--- src/sv/hlvn_pkg.sv ---
// ----------------------------------------------------------------------------
// hlvn_pkg
// Shared constants and helpers for the hashed lattice value noise pipeline.
// ----------------------------------------------------------------------------
package hlvn_pkg;

	localparam int LAT_FRAC   = 24;
	localparam int VALUE_W    = 24;
	localparam int COORD_W    = 32;
	localparam int SCALE_W    = 24;
	localparam int SALT_W     = 32;

	localparam logic [31:0] HASH_KX = 32'h9e3779b9;
	localparam logic [31:0] HASH_KY = 32'h85ebca6b;
	localparam logic [31:0] HASH_M1 = 32'h7feb352d;
	localparam logic [31:0] HASH_M2 = 32'h846ca68b;

	localparam logic [0:0] REG_INVERSE_SCALE = 1'b0;
	localparam logic [0:0] REG_SALT          = 1'b1;

	typedef logic [VALUE_W-1:0] value_t;

endpackage

--- src/sv/hlvn_smooth.sv ---
// ----------------------------------------------------------------------------
// hlvn_smooth
// Pipelined smoothstep t*t*(3-2t) on a fixed-point fraction.
// ----------------------------------------------------------------------------
module hlvn_smooth #(
	parameter int FRAC_BITS = 16
) (
	input  logic                 clk,
	input  logic                 en,
	input  logic [FRAC_BITS-1:0] t,
	output logic [FRAC_BITS-1:0] s
);
	import hlvn_pkg::*;

	logic [FRAC_BITS-1:0] t2_s1;
	logic [FRAC_BITS+1:0] k_s1;
	logic [2*FRAC_BITS+1:0] p_s2;

	always_ff @(posedge clk) begin
		if (en) begin
			t2_s1 <= FRAC_BITS'(((2*FRAC_BITS)'(t) * (2*FRAC_BITS)'(t)) >> FRAC_BITS);
			k_s1  <= (FRAC_BITS+2)'(3) * (FRAC_BITS+2)'(1 << FRAC_BITS)
				- ((FRAC_BITS+2)'(t) << 1);
			p_s2  <= (2*FRAC_BITS+2)'(t2_s1) * (2*FRAC_BITS+2)'(k_s1);
			s     <= FRAC_BITS'(p_s2 >> FRAC_BITS);
		end
	end
endmodule

--- config.mk ---
export PLATFORM = sky130hd
export DESIGN_NAME = hlvn_smooth
export DESIGN_NICKNAME = d
export VERILOG_FILES = /design/src/sv/hlvn_pkg.sv /design/src/sv/hlvn_smooth.sv
export SDC_FILE = /design/constraint.sdc
export NUM_CORES = 1
export LEC_CHECK = 0
export BUFFER_PORTS_ARGS = -buffer_cell sky130_fd_sc_hd__buf_4
export CAP_MARGIN = 15
export CORE_ASPECT_RATIO = 0.5
export CORE_MARGIN = 2
export CORE_UTILIZATION = 63
export DETAILED_ROUTE_END_ITERATION = 6
export GPL_TIMING_DRIVEN = 0
export PLACE_DENSITY_LB_ADDON = 0.08
export REMOVE_ABC_BUFFERS = 1
export SYNTH_ARGS = -nofsm -noshare
export SYNTH_HDL_FRONTEND = slang
export SYNTH_SLANG_ARGS = --single-unit
--- constraint.sdc ---
create_clock -name clk -period 13.9 [get_ports clk]
set_clock_uncertainty 0.15 [all_clocks]
set_input_delay 1.39 -clock clk [delete_from_list [all_inputs] [get_ports clk]]
set_output_delay 1.39 -clock clk [all_outputs]
set_load 0.01 [all_outputs]
==> metrics.yaml <==
outcome:
  status: "complete, no violations"
sta:
  setup_viol: 0
  slew_violations: 0
  relSlewSlack: 0.4111
  hold_viol: 0
  period_minus_slack_ps: 7517
  rsz0062_at_grt: "no"
  hold_slack_ps: 267.2
  worstMarginPinSlew_ps: 883.4
  fmax_ghz: 0.1330
  tns_ps: 0
  fin_crit_sh: 0.5408
worst_setup_path:
  slowest_stage: "fa_1"
  cp_common_cell: "fa_1"
  startpoint: "t[10]"
  critPathKind: "in2reg"
  r2r-start: "t2_s1[8]"
  worstPathRequired_ps: 13830
  worst_path_dominant_cell_family: "adder cells"
  path_buf_inv: 6
  critical-path-max-stage-delay_ps: 540
  end_kind: "flop"
  crit_chain: "buf_4 -> inv_1 -> nor2_1 -> fa_1 -> inv_1 -> fa_1 -> inv_1 -> fa_1 -> fa_1 -> fa_1 -> inv_1 -> fa_1 -> inv_1 -> ha_1 -> o21ai_0 -> a21oi_1 -> a221oi_1 -> a21oi_1 -> o21ai_1 -> o21ai_0 -> a21oi_1 -> xnor2_1"
  path_max_fanout: 13
  critPathArrivalTime_ps: 7450
  critPathLaunchType: "input pin"
synth:
  seq_area_frac_synth: 0.1134
  yosysTopAreaCell: "fa_1"
  synth_cell_type_count: 46
  ys_warn_count: 0
  netlist_area_um2: 17210
  synth-main-ff-cell: "edfxtp_1"
  synth-seq-cells: 65
  syn_area_per_cell_um2: 9.595
  synth_top_area_frac: 0.4292
  synth_async_sr_flop_share: 0
  synth.area.top_cells: "fa_1, ha_1, edfxtp_1"
  postSynthCellCount: 1794
  synth-edff-count: 65
finish:
  n_fill_cell: 2141
  drive_gt1_frac: 0.03423
  fin_area_um2: 17960
  final_cell_mix: "inv_1, fa_1, nand2_1"
  n_antenna_cell: 0
  final_common_cell: "inv_1"
  fin_nets: 2356
  synthToLayoutAreaGrowth_pct: 4.347
drt:
  vias_per_cell: 5.486
  dr.pass1.iters: 6
  final_antenna_net_count: 0
  wl_um: 36830
  wl_per_cell_um: 17.26
  drt-initial-drc-count: 589
  drc: 0
  vias: 11708
cts:
  clockRootBuffer: "clkbuf_16"
  cts_inserted_buffers: 9
  clk_path_buf_depth: 2
  cts.clk_slew.worst_paths_ps: 50
  cts_tree: "yes"
  ctsHoldBuffers: 0
  h-tree-depth: 3
  cts_sinks: 65
  clk_latency_ps: 350
  post_cts_buffers: 0
  cts-resized-gates: 0
min_path:
  min_from: "p_s2[18]"
  holdCritPathClass: "reg2reg"
floorplan:
  core-area_um2: 26640
  die_area_um2: 28740
  rows: 42
  die_h_um: 120.9
  ios: 34
  start_util: 0.6461
  fp.dieW_um: 237.8
global_routing:
  grt_pass1_vias: 13267
  grt_use_total: 0.2814
  grt_max_degree: 66
  overflow: 0
  grt_pass1_wl_um: 63310
  antenna_found_initial: 1
placement:
  place.detailed.hpwl_um: 29680
  numPortBuffers: 33
  gp_congestion: 0.8719
  post_dp_cell_area_um2: 17670
job:
  drv_cap: 0
-- state kept, by name, summed over array words and instances (netlist names) --
signal  flops
s          16
k_s1       17
t2_s1      16
p_s2       16
-- final timing paths --
| path | endpoint | slack, ps | depth (start not counted) |
|---|---|---|---|
| min | s[2] | 270 | 0 |
| max reg2reg | p_s2[31] | 7190 | 21 |
| min reg2reg | s[2] | 270 | 0 |
| max | t2_s1[11] | 6380 | 22 |
-- Yosys cell counts (all sizes together), types with 2 or more instances --
library cell    n
xnor2          41
ha            192
o41ai           2
xor2           17
and2          166
nand4           8
inv           471
nand2b          4
nor2           41
fa            369
nand3           7
o21ai          16
o21ba           2
nor2b           6
o311ai          2
or3             4
a21oi          34
a31oi           6
nand2         227
a211oi          2
nor3           14
buf             3
a21o           14
or2             4
clkbuf         58
o21a            3
edfxtp         65
nor4            4
o211ai          2
-- cell families after synthesis --
kind of cell / count (synthesis) / share of synthesized area
fa+ha+maj: 561 / 0.5687
buf+inv: 532 / 0.1160
simple gates: 487 / 0.1369
compound gates: 90 / 0.03482
flops: 65 / 0.1134
xor+xnor: 58 / 0.02951
mux: 1 / 0.0006542
-- per-layer routing --
layer  track usage  share of wire
met4        0.1057          0.032
met2        0.4846           0.49
met3       0.03799          0.053
met1        0.3691           0.42
met5             0              0
-- area by class of cell --
type / count / area (µm²) / area share
clock buffer: 11 / 232.7 / 0.01296
inverter: 471 / 1768 / 0.09843
multi-input combinational: 1197 / 13260 / 0.7385
tap: 352 / 440.4 / 0.02452
sequential: 65 / 1952 / 0.1087
timing repair buffer: 33 / 247.7 / 0.01379
clock inverter: 5 / 56.30 / 0.003135
-- stage by stage --
stage            util  instances  setup slack [ps]
5_1_grt        0.6741       2134              5992
6_report       0.6741       2134              6383
3_5_place_dp   0.6633       2118              6028
2_1_floorplan       -       1733              7099
3_3_place_gp   0.6633       2118              6119
4_1_cts        0.6741       2134              6393
Power is not shown: default switching activity piles up to over one toggle a cycle in this logic, so the estimate is an artifact.
