$ cat src/sv/hlvn_pkg.sv
// ----------------------------------------------------------------------------
// hlvn_pkg
// Shared constants and helpers for the hashed lattice value noise pipeline.
// ----------------------------------------------------------------------------
package hlvn_pkg;

	localparam int LAT_FRAC   = 24;
	localparam int VALUE_W    = 24;
	localparam int COORD_W    = 32;
	localparam int SCALE_W    = 24;
	localparam int SALT_W     = 32;

	localparam logic [31:0] HASH_KX = 32'h9e3779b9;
	localparam logic [31:0] HASH_KY = 32'h85ebca6b;
	localparam logic [31:0] HASH_M1 = 32'h7feb352d;
	localparam logic [31:0] HASH_M2 = 32'h846ca68b;

	localparam logic [0:0] REG_INVERSE_SCALE = 1'b0;
	localparam logic [0:0] REG_SALT          = 1'b1;

	typedef logic [VALUE_W-1:0] value_t;

endpackage

$ cat src/sv/hlvn_hash.sv
// ----------------------------------------------------------------------------
// hlvn_hash
// Pipelined multiply-xorshift corner hash, five register stages.
// ----------------------------------------------------------------------------
module hlvn_hash (
	input  logic                 clk,
	input  logic                 en,
	input  logic [31:0]          cx,
	input  logic [31:0]          cy,
	input  logic [31:0]          salt,
	output hlvn_pkg::value_t     value
);
	import hlvn_pkg::*;

	logic [31:0] hx_s1, hy_s1, salt_s1;
	logic [31:0] h_s2, m_s3, g_s4;
	logic [31:0] h2, h4;
	value_t      v_s5;

	always_comb begin
		h2 = hx_s1 ^ hy_s1 ^ salt_s1;
		h2 = h2 ^ (h2 >> 16);
		h4 = m_s3 ^ (m_s3 >> 15);
	end

	always_ff @(posedge clk) begin
		if (en) begin
			hx_s1   <= cx * HASH_KX;
			hy_s1   <= cy * HASH_KY;
			salt_s1 <= salt;
			h_s2    <= h2;
			m_s3    <= h_s2 * HASH_M1;
			g_s4    <= h4 * HASH_M2;
			v_s5    <= VALUE_W'(g_s4 ^ (g_s4 >> 16));
		end
	end

	assign value = v_s5;
endmodule

$ cat config.mk
export PLATFORM = sky130hd
export DESIGN_NAME = hlvn_hash
export DESIGN_NICKNAME = d
export VERILOG_FILES = /design/src/sv/hlvn_pkg.sv /design/src/sv/hlvn_hash.sv
export SDC_FILE = /design/constraint.sdc
export NUM_CORES = 2
export LEC_CHECK = 0
export ABC_AREA = 1
export BUFFER_PORTS_ARGS = -buffer_cell sky130_fd_sc_hd__buf_4
export CORE_ASPECT_RATIO = 0.8
export CORE_MARGIN = 10
export CORE_UTILIZATION = 65
export DETAILED_ROUTE_END_ITERATION = 10
export GPL_TIMING_DRIVEN = 0
export HOLD_SLACK_MARGIN = 0.15
export PLACE_DENSITY = 0.83
export SYNTH_ARGS = -nofsm -noshare
export SYNTH_HDL_FRONTEND = slang
export SYNTH_SLANG_ARGS = --single-unit
$ cat constraint.sdc
create_clock -name clk -period 8.5 [get_ports clk]
set_input_delay 1.275 -clock clk [delete_from_list [all_inputs] [get_ports clk]]
set_output_delay 1.275 -clock clk [all_outputs]
set_load 0.02 [all_outputs]
==> flow_summary_export.csv <==
group,metric,value,unit
status,status,"completed",
yosys,syn_avg_cell_area,9.920,um^2
clocking,post_cts_buffers,0,
worst_setup_path,r2r_cells,25,
routing,viasPerCell,5.375,
yosys,ys_warn_count,0,
place,dpl.hpwl,96.76,mm
global_route,grt_pass1_wl,176.7,mm
min_path,min_from,"g_s4[17]",
finish,syn2layout_area_growth,6.554,%
yosys,yosysMostFrequentCell,"inv_1",
routing,drtIter0Drc,2380,
clocking,cts-root-buf,"clkbuf_16",
yosys,ys_ff_latch,216,
routing,wl_per_cell,19.50,um
timing,max_freq,139.3,MHz
floorplan,core_area,68650,um^2
floorplan,die_h,255.1,um
place,io_buffers,121,
worst_setup_path,end_kind,"register",
routing,ant_nets,0,
clocking,cts_buffers,24,
yosys,async_flop_share,0,%
worst_setup_path,cp.arrival,7.47,ns
timing,period_minus_slack,7.179,ns
min_path,worstHoldPathType,"reg2reg",
routing,routed_wl,109.5,mm
yosys,yosysTopAreaCell,"fa_1",
worst_setup_path,worstSetupPathType,"in2reg",
min_path,hold_depth,0,
worst_setup_path,cp_max_fo,6,
clocking,clk_transition_reported_paths,0.06,ns
global_route,grt_usage,28.43,%
floorplan,dieWidth,313.9,um
yosys,yosys-top-cells-area,"fa_1 36%, ha_1 21%, edfxtp_1 14%, inv_1 13%, nand2_1 3.5%",
global_route,grt_max_degree,133,
yosys,ys_top_cells_by_count,"1,507 x inv_1, 807 x fa_1, 764 x ha_1",
timing,setup_viol,0,
worst_setup_path,r2r_start,"m_s3[18]",
finish,fin_nets,6345,
yosys,yosys_most_used_dff,"edfxtp_1",
yosys,synth_cell_type_count,49,
yosys,synth.net_count,6197,
worst_setup_path,critPathLaunchType,"input port",
timing,slew_violations,0,
timing,hold_viol_final,0,
yosys,yosysSeqAreaShare,14.44,%
timing,skew,0.01991,ns
worst_setup_path,r2r-end,"g_s4[31]",
yosys,synth_cells,4528,
routing,drc,0,
clocking,post_cts_resized,0,
place,gp_congestion,1.001,
global_route,antenna_found_initial,0,
floorplan,io_pins,122,
timing,slew_headroom,14.77,%
timing,worst_pin_slew,1.274,ns
min_path,hold-path-endpoint,"value[17]",
floorplan,floorplan.rows,86,
yosys,synth_edf_count,216,
clocking,h-tree-depth,1,
global_route,grt_pass1_vias,32850,
floorplan,die-area,80090,um^2
worst_setup_path,rrSetupSlack,1.33,ns
routing,firstDrtPassIters,6,
timing,holdWs,0.4743,ns
clocking,postCtsHoldBufs,0,
yosys,yosysTopAreaCellShare,35.97,%
run,cap_viol_max_count,0,
timing,rsz0062_at_grt,"no",
timing,setup_tns,0,ns
clocking,clock_latency,0.55,ns
clocking,cts_tree,"built",
floorplan,initial_core_util,65.43,%
clocking,cts_buffer_depth,3,
timing,fin_crit_sh,84.46,%
yosys,syn_area,44920,um^2
routing,via_count,30200,
clocking,clock-sinks,216,
worst_setup_path,critical_path_required,8.79,ns
global_route,grt_overflow,0,
finish,drive_gt1_share,4.752,%
-- critical path, stage by stage --
cell     delay [ns]
buf_4          0.14
inv_1          0.18
fa_1           0.54
inv_1          0.05
fa_1           0.41
fa_1           0.49
inv_1          0.05
fa_1           0.51
inv_1          0.07
fa_1           0.51
inv_1          0.06
fa_1           0.53
inv_1          0.05
fa_1           0.49
inv_1          0.05
fa_1           0.47
inv_1          0.04
ha_1           0.34
nand2_1        0.15
nor4_2         0.38
nand4_1        0.17
nand3_1        0.23
a21oi_1        0.12
xor2_1         0.16
-- routing by layer --
| metal | wire length, um | track usage, % |
|---|---|---|
| met3 | 11660 | 7.633 |
| met4 | 2975 | 6.824 |
| met1 | 45820 | 39.12 |
| met5 | 0 | 0 |
| met2 | 49100 | 44.72 |
-- logic make-up (layout without fill, tap and decap cells) --
| kind of cell | count (synthesis) | count (layout) | share of synthesized area, % |
|---|---|---|---|
| AND/OR/NAND/NOR | 695 | 695 | 6.680 |
| AO/OA/AOI/OAI | 257 | 257 | 3.538 |
| other | 0 | 1 | 0 |
| adder cells (fa/ha/maj) | 1571 | 1571 | 57.25 |
| buffers and inverters | 1508 | 1673 | 12.60 |
| flip-flops | 216 | 216 | 14.44 |
| XOR/XNOR | 281 | 281 | 5.496 |
-- placed cells by master, fill, tap and decap left out, drive strengths merged, types with 15 or more instances in the layout --
master / n
fa: 807
ha: 764
nand2: 431
a21o: 15
inv: 1513
o21bai: 17
nand3: 98
o21ai: 69
xor2: 170
xnor2: 111
clkbuf: 26
edfxtp: 216
nor2: 101
nor3: 26
nand4: 19
a21oi: 134
buf: 122
-- flip-flops by register name, indices dropped and copies added (netlist names) --
register	cells
hy_s1	32
h_s2	32
salt_s1	32
m_s3	32
value	24
g_s4	32
hx_s1	32
-- layout make-up --
| type | count | area, um^2 |
|---|---|---|
| repair buffers | 122 | 943.4 |
| fillers | 5096 | 20790 |
| diodes | 1 | 2.502 |
| flip-flops and latches | 216 | 6486 |
| clock buffers | 26 | 608.1 |
| well taps | 924 | 1156 |
| multi-input cells | 2804 | 32780 |
| clock inverters | 17 | 226.5 |
| inverters | 1508 | 5660 |
-- through the flow --
stage	std cells	area (um^2)	setup WS [ns]	util, %
after global placement	5573	46980	0.8661	68.44
final	5618	47860	1.321	69.72
after global routing	5617	47860	0.9938	69.72
after floorplan	4528	44920	1.619	-
after CTS	5617	47860	1.357	69.72
after detailed placement	5574	47030	0.8282	68.50
-- how the worst max path moves through the flow --
| stage | from | to | slack [ns] | cells after the start |
|---|---|---|---|---|
| 4_1_cts | m_s3[18] | g_s4[31] | 1.36 | 25 |
| 2_1_floorplan | cx[6] | hx_s1[30] | 1.62 | 23 |
| 3_3_place_gp | cx[6] | hx_s1[30] | 0.87 | 24 |
| 3_5_place_dp | cx[6] | hx_s1[30] | 0.83 | 24 |
| 6_report | cx[6] | hx_s1[30] | 1.32 | 24 |
| 5_1_grt | cx[12] | hx_s1[31] | 0.99 | 23 |
Power is left out: the tool's default activity adds up to more than one toggle a clock period on the data nets, which glitch-free logic cannot reach.
