--- src/sv/hlvn_pkg.sv ---
// ----------------------------------------------------------------------------
// hlvn_pkg
// Shared constants and helpers for the hashed lattice value noise pipeline.
// ----------------------------------------------------------------------------
package hlvn_pkg;

	localparam int LAT_FRAC   = 24;
	localparam int VALUE_W    = 24;
	localparam int COORD_W    = 32;
	localparam int SCALE_W    = 24;
	localparam int SALT_W     = 32;

	localparam logic [31:0] HASH_KX = 32'h9e3779b9;
	localparam logic [31:0] HASH_KY = 32'h85ebca6b;
	localparam logic [31:0] HASH_M1 = 32'h7feb352d;
	localparam logic [31:0] HASH_M2 = 32'h846ca68b;

	localparam logic [0:0] REG_INVERSE_SCALE = 1'b0;
	localparam logic [0:0] REG_SALT          = 1'b1;

	typedef logic [VALUE_W-1:0] value_t;

endpackage

--- src/sv/hlvn_lerp.sv ---
// ----------------------------------------------------------------------------
// hlvn_lerp
// One registered interpolation step with saturation.
// ----------------------------------------------------------------------------
module hlvn_lerp #(
	parameter int FRAC_BITS = 16
) (
	input  logic                 clk,
	input  logic                 en,
	input  hlvn_pkg::value_t     lo,
	input  hlvn_pkg::value_t     hi,
	input  logic [FRAC_BITS-1:0] s,
	output hlvn_pkg::value_t     r
);
	import hlvn_pkg::*;

	logic                         up_q;
	value_t                       lo_q;
	logic [VALUE_W+FRAC_BITS-1:0] prod_q;
	value_t                       diff;
	logic [VALUE_W:0]             sum;
	value_t                       corr;

	always_comb begin
		diff = (hi >= lo) ? (hi - lo) : (lo - hi);
		corr = VALUE_W'(prod_q >> FRAC_BITS);
		if (up_q) begin
			sum = {1'b0, lo_q} + {1'b0, corr};
		end else begin
			sum = {1'b0, lo_q} - {1'b0, corr};
		end
	end

	always_ff @(posedge clk) begin
		if (en) begin
			up_q   <= hi >= lo;
			lo_q   <= lo;
			prod_q <= (VALUE_W + FRAC_BITS)'(diff) * (VALUE_W + FRAC_BITS)'(s);
			r      <= sum[VALUE_W] ? {VALUE_W{1'b1}} : sum[VALUE_W-1:0];
		end
	end
endmodule

--- config.mk ---
export PLATFORM = sky130hd
export DESIGN_NAME = hlvn_lerp
export DESIGN_NICKNAME = d
export VERILOG_FILES = /design/src/sv/hlvn_pkg.sv /design/src/sv/hlvn_lerp.sv
export SDC_FILE = /design/constraint.sdc
export NUM_CORES = 1
export LEC_CHECK = 0
export BUFFER_PORTS_ARGS = -buffer_cell sky130_fd_sc_hd__buf_2
export CORE_MARGIN = 2
export CORE_UTILIZATION = 45
export DETAILED_ROUTE_END_ITERATION = 7
export SYNTH_ARGS = -nofsm -noshare
export SYNTH_HDL_FRONTEND = slang
export SYNTH_SLANG_ARGS = --single-unit
--- constraint.sdc ---
create_clock -name clk -period 13 [get_ports clk]
set_input_delay 1.95 -clock clk [delete_from_list [all_inputs] [get_ports clk]]
set_output_delay 1.95 -clock clk [all_outputs]
set_load 0.005 [all_outputs]
==> impl_metrics.yaml <==
critical_path:
  crit_arrival_ns: 11.35
  worst-setup-path-type: "input pin to flip-flop"
  required_ns: 13.10
  start_kind: "input pin"
  slowest_stage: "xnor2_1"
  cp-startpoint: "lo[13]"
  critical_path.endpoint_type: "flip-flop"
  slowest_delay_ns: 0.80
  cp_max_fo: 12
  r2r-start: "prod_q[16]$_DFFE_PP_"
logic_synthesis:
  syn-num-nets: 2648
  seq_area_frac_synth: 0.118
  ys_warn_count: 0
  yosys_register_bits: 73
  postSynthAreaPerCell_um2: 8.89
  synth_ff_type: "edfxtp_1"
  ys_types: 78
  syn_area_um2: 18600
  async_flop_share: 0
  synth_edf_count: 73
  syn_inst: 2093
floorplanning:
  dieArea_um2: 43000
  rows: 74
  die_x_um: 207
  initial_core_util: 0.456
  die_h_um: 207
  coreArea_um2: 40800
  io_pins: 90
sta:
  max_freq_mhz: 88.8
  fin_crit_sh: 0.866
  final.min_clock_period_ns: 11.26
  setup_viol: 0
  slew_headroom: 0.321
  worst_pin_slew_ns: 1.01
  hold_viol_final: 0
  fin_setup_tns_ns: 0
  final_max_slew_viol_count: 0
  finClkSkew_ns: 0.0126
  rsz0062_at_grt: "no"
detailed_routing:
  drt_iter0_drc: 965
  ant_nets: 0
  first_pass_iters: 5
  routedWlPerCell_um: 18.0
  num_vias: 14400
  via_per_inst: 5.40
  drc: 0
  totalWireLength_um: 48000
global_route:
  grt_pass1_vias: 15000
  grt_pass1_wl_um: 78900
  grt_usage: 0.228
  globalRoute.totalOverflow: 0
  grt_max_degree: 74
  grt_antenna_before_repair: 0
clocking:
  worstSkewPairLatency_ns: 0.35
  holdBufCountCts: 0
  clock_sinks: 73
  clockBufferDepth: 2
  clkSlewWorstSetupHoldPaths_ns: 0.07
  cts_setup_buffers: 0
  cts_tree: "done"
  numCtsBuffers: 9
  htreeDepth: 3
  clock-root-buffer: "clkbuf_16"
  cts_resized: 0
final_layout:
  final_nets: 2687
  area.growth.synth_to_final_pct: 6.59
  diodes: 0
  fin_cells: 2669
  fillers: 3875
  drive_gt1_frac: 0.0758
min_path:
  worstHoldStart: "lo_q[0]$_DFFE_PP_"
  hold_path.class: "flip-flop to flip-flop"
placement:
  io_buffers: 89
  dpl.hpwl_um: 38900
  gp_congestion: 0.893
  place_inst: 2653
outcome:
  status: "complete, no violations"
run:
  drv_cap: 0
[cells in the final DEF (no fill, tap or decap), types with 4 or more instances in the layout]
cell type / count
o21a_1: 14
nand4_1: 10
a21o_1: 44
a21oi_1: 100
fa_1: 308
o31ai_1: 4
clkbuf_16: 9
a31oi_1: 11
inv_1: 408
mux2i_1: 20
nand2_1: 284
a21boi_0: 6
o21bai_1: 5
and2_1: 130
buf_4: 27
and3_1: 21
a211oi_1: 10
ha_1: 181
o21ai_0: 56
nor2b_1: 20
buf_2: 88
edfxtp_1: 73
or3_1: 8
o21ai_1: 6
nor3_1: 14
nor2_1: 58
mux2_2: 8
nor4_1: 6
xnor2_1: 36
nand3_1: 28
xor2_1: 46
nand2b_1: 28
[cell type report]
class                      instances  area (um2)  share of cell area
timing repair buffer             115         643              0.0324
sequential                        73        2190               0.111
clock inverter                     7        77.6             0.00391
tap                              532         666              0.0336
multi-input combinational       1524       14500               0.731
clock buffer                       9         225              0.0114
inverter                         409        1540              0.0774
[synthesized netlist by cell type (3+ instances only)]
master     number  area share
nand2b_1       28      0.0094
nor3_1         14      0.0038
fa_1          308        0.33
buf_6           3      0.0018
ha_1          181        0.12
edfxtp_1       73        0.12
nor4_1          6      0.0020
nand4_1        10      0.0034
o21ai_0        57       0.015
a221oi_1        3      0.0014
and3_1         21      0.0071
inv_1         408       0.082
clkbuf_1       65       0.013
nand3_1        28      0.0075
xnor2_1        36       0.017
and4_1          3      0.0014
a31oi_1        11      0.0037
nor2_1         58       0.012
buf_2          13      0.0035
nand2_1       284       0.057
buf_4           4      0.0016
or3_1           8      0.0027
nor2b_1        20      0.0067
a211oi_1       10      0.0040
a21boi_0        6      0.0024
mux2_2          8      0.0048
a21o_1         44       0.018
o31ai_1         4      0.0016
o21a_1         14      0.0056
and2_1        130       0.044
a21oi_1       100       0.027
o2111ai_1       3      0.0014
mux2i_1        20       0.011
nand3b_1        3      0.0012
o21ai_1         5      0.0013
xor2_1         46       0.022
o21bai_1        5      0.0020
a211o_1         3      0.0014
[logic make-up (layout without fill, tap and decap cells)]
group | count (synthesis) | count (layout) | synth area share
and+or+nand+nor | 626 | 626 | 0.165
buffers and inverters | 496 | 540 | 0.103
adders and majority gates | 489 | 489 | 0.453
AOI/OAI and AO/OA | 297 | 297 | 0.105
xor gates and xnor gates | 83 | 83 | 0.0395
DFF | 73 | 73 | 0.118
muxes | 29 | 29 | 0.0162
[registers in the layout, summed over array words and instances, names as in the netlist]
name	cells
up_q	1
prod_q	24
lo_q	24
r	24
[final timing paths]
path	depth (start not counted)	slack [ns]	endpoint
worst max register to register	16	8.23	r[18]$_SDFFCE_PP1P_
worst min-delay path	2	0.66	r[0]$_SDFFCE_PP1P_
worst max-delay path	36	1.74	prod_q[33]$_DFFE_PP_
worst min register to register	2	0.66	r[0]$_SDFFCE_PP1P_
[worst max-delay path, delay by kind of cell]
kind,cells,cell delay (ns)
AOI/OAI and AO/OA,10,2.30
xor gates and xnor gates,2,0.88
adders and majority gates,8,3.73
buffers and inverters,9,0.97
and+or+nand+nor,7,1.51
[per-stage QoR]
step	cell area (um2)	setup slack, ns	hold WS (ns)	util
after CTS	19800	1.79	0.657	0.486
after global routing	19800	1.23	0.679	0.486
after floorplan	18600	2.40	0.603	-
after global placement	19500	1.59	0.648	0.478
final	19800	1.74	0.660	0.486
after detailed placement	19500	1.42	0.620	0.478
[metal layers]
metal / up-vias / GRT usage / wire length (um)
li1: 6681 / - / -
met1: 7260 / 0.324 / 22200
met2: 395 / 0.371 / 22300
met3: 64 / 0.0274 / 2450
met4: 0 / 0.0569 / 981
met5: - / 0 / 0
Power is not shown: default switching activity piles up to over one toggle a cycle in this logic, so the estimate is an artifact.
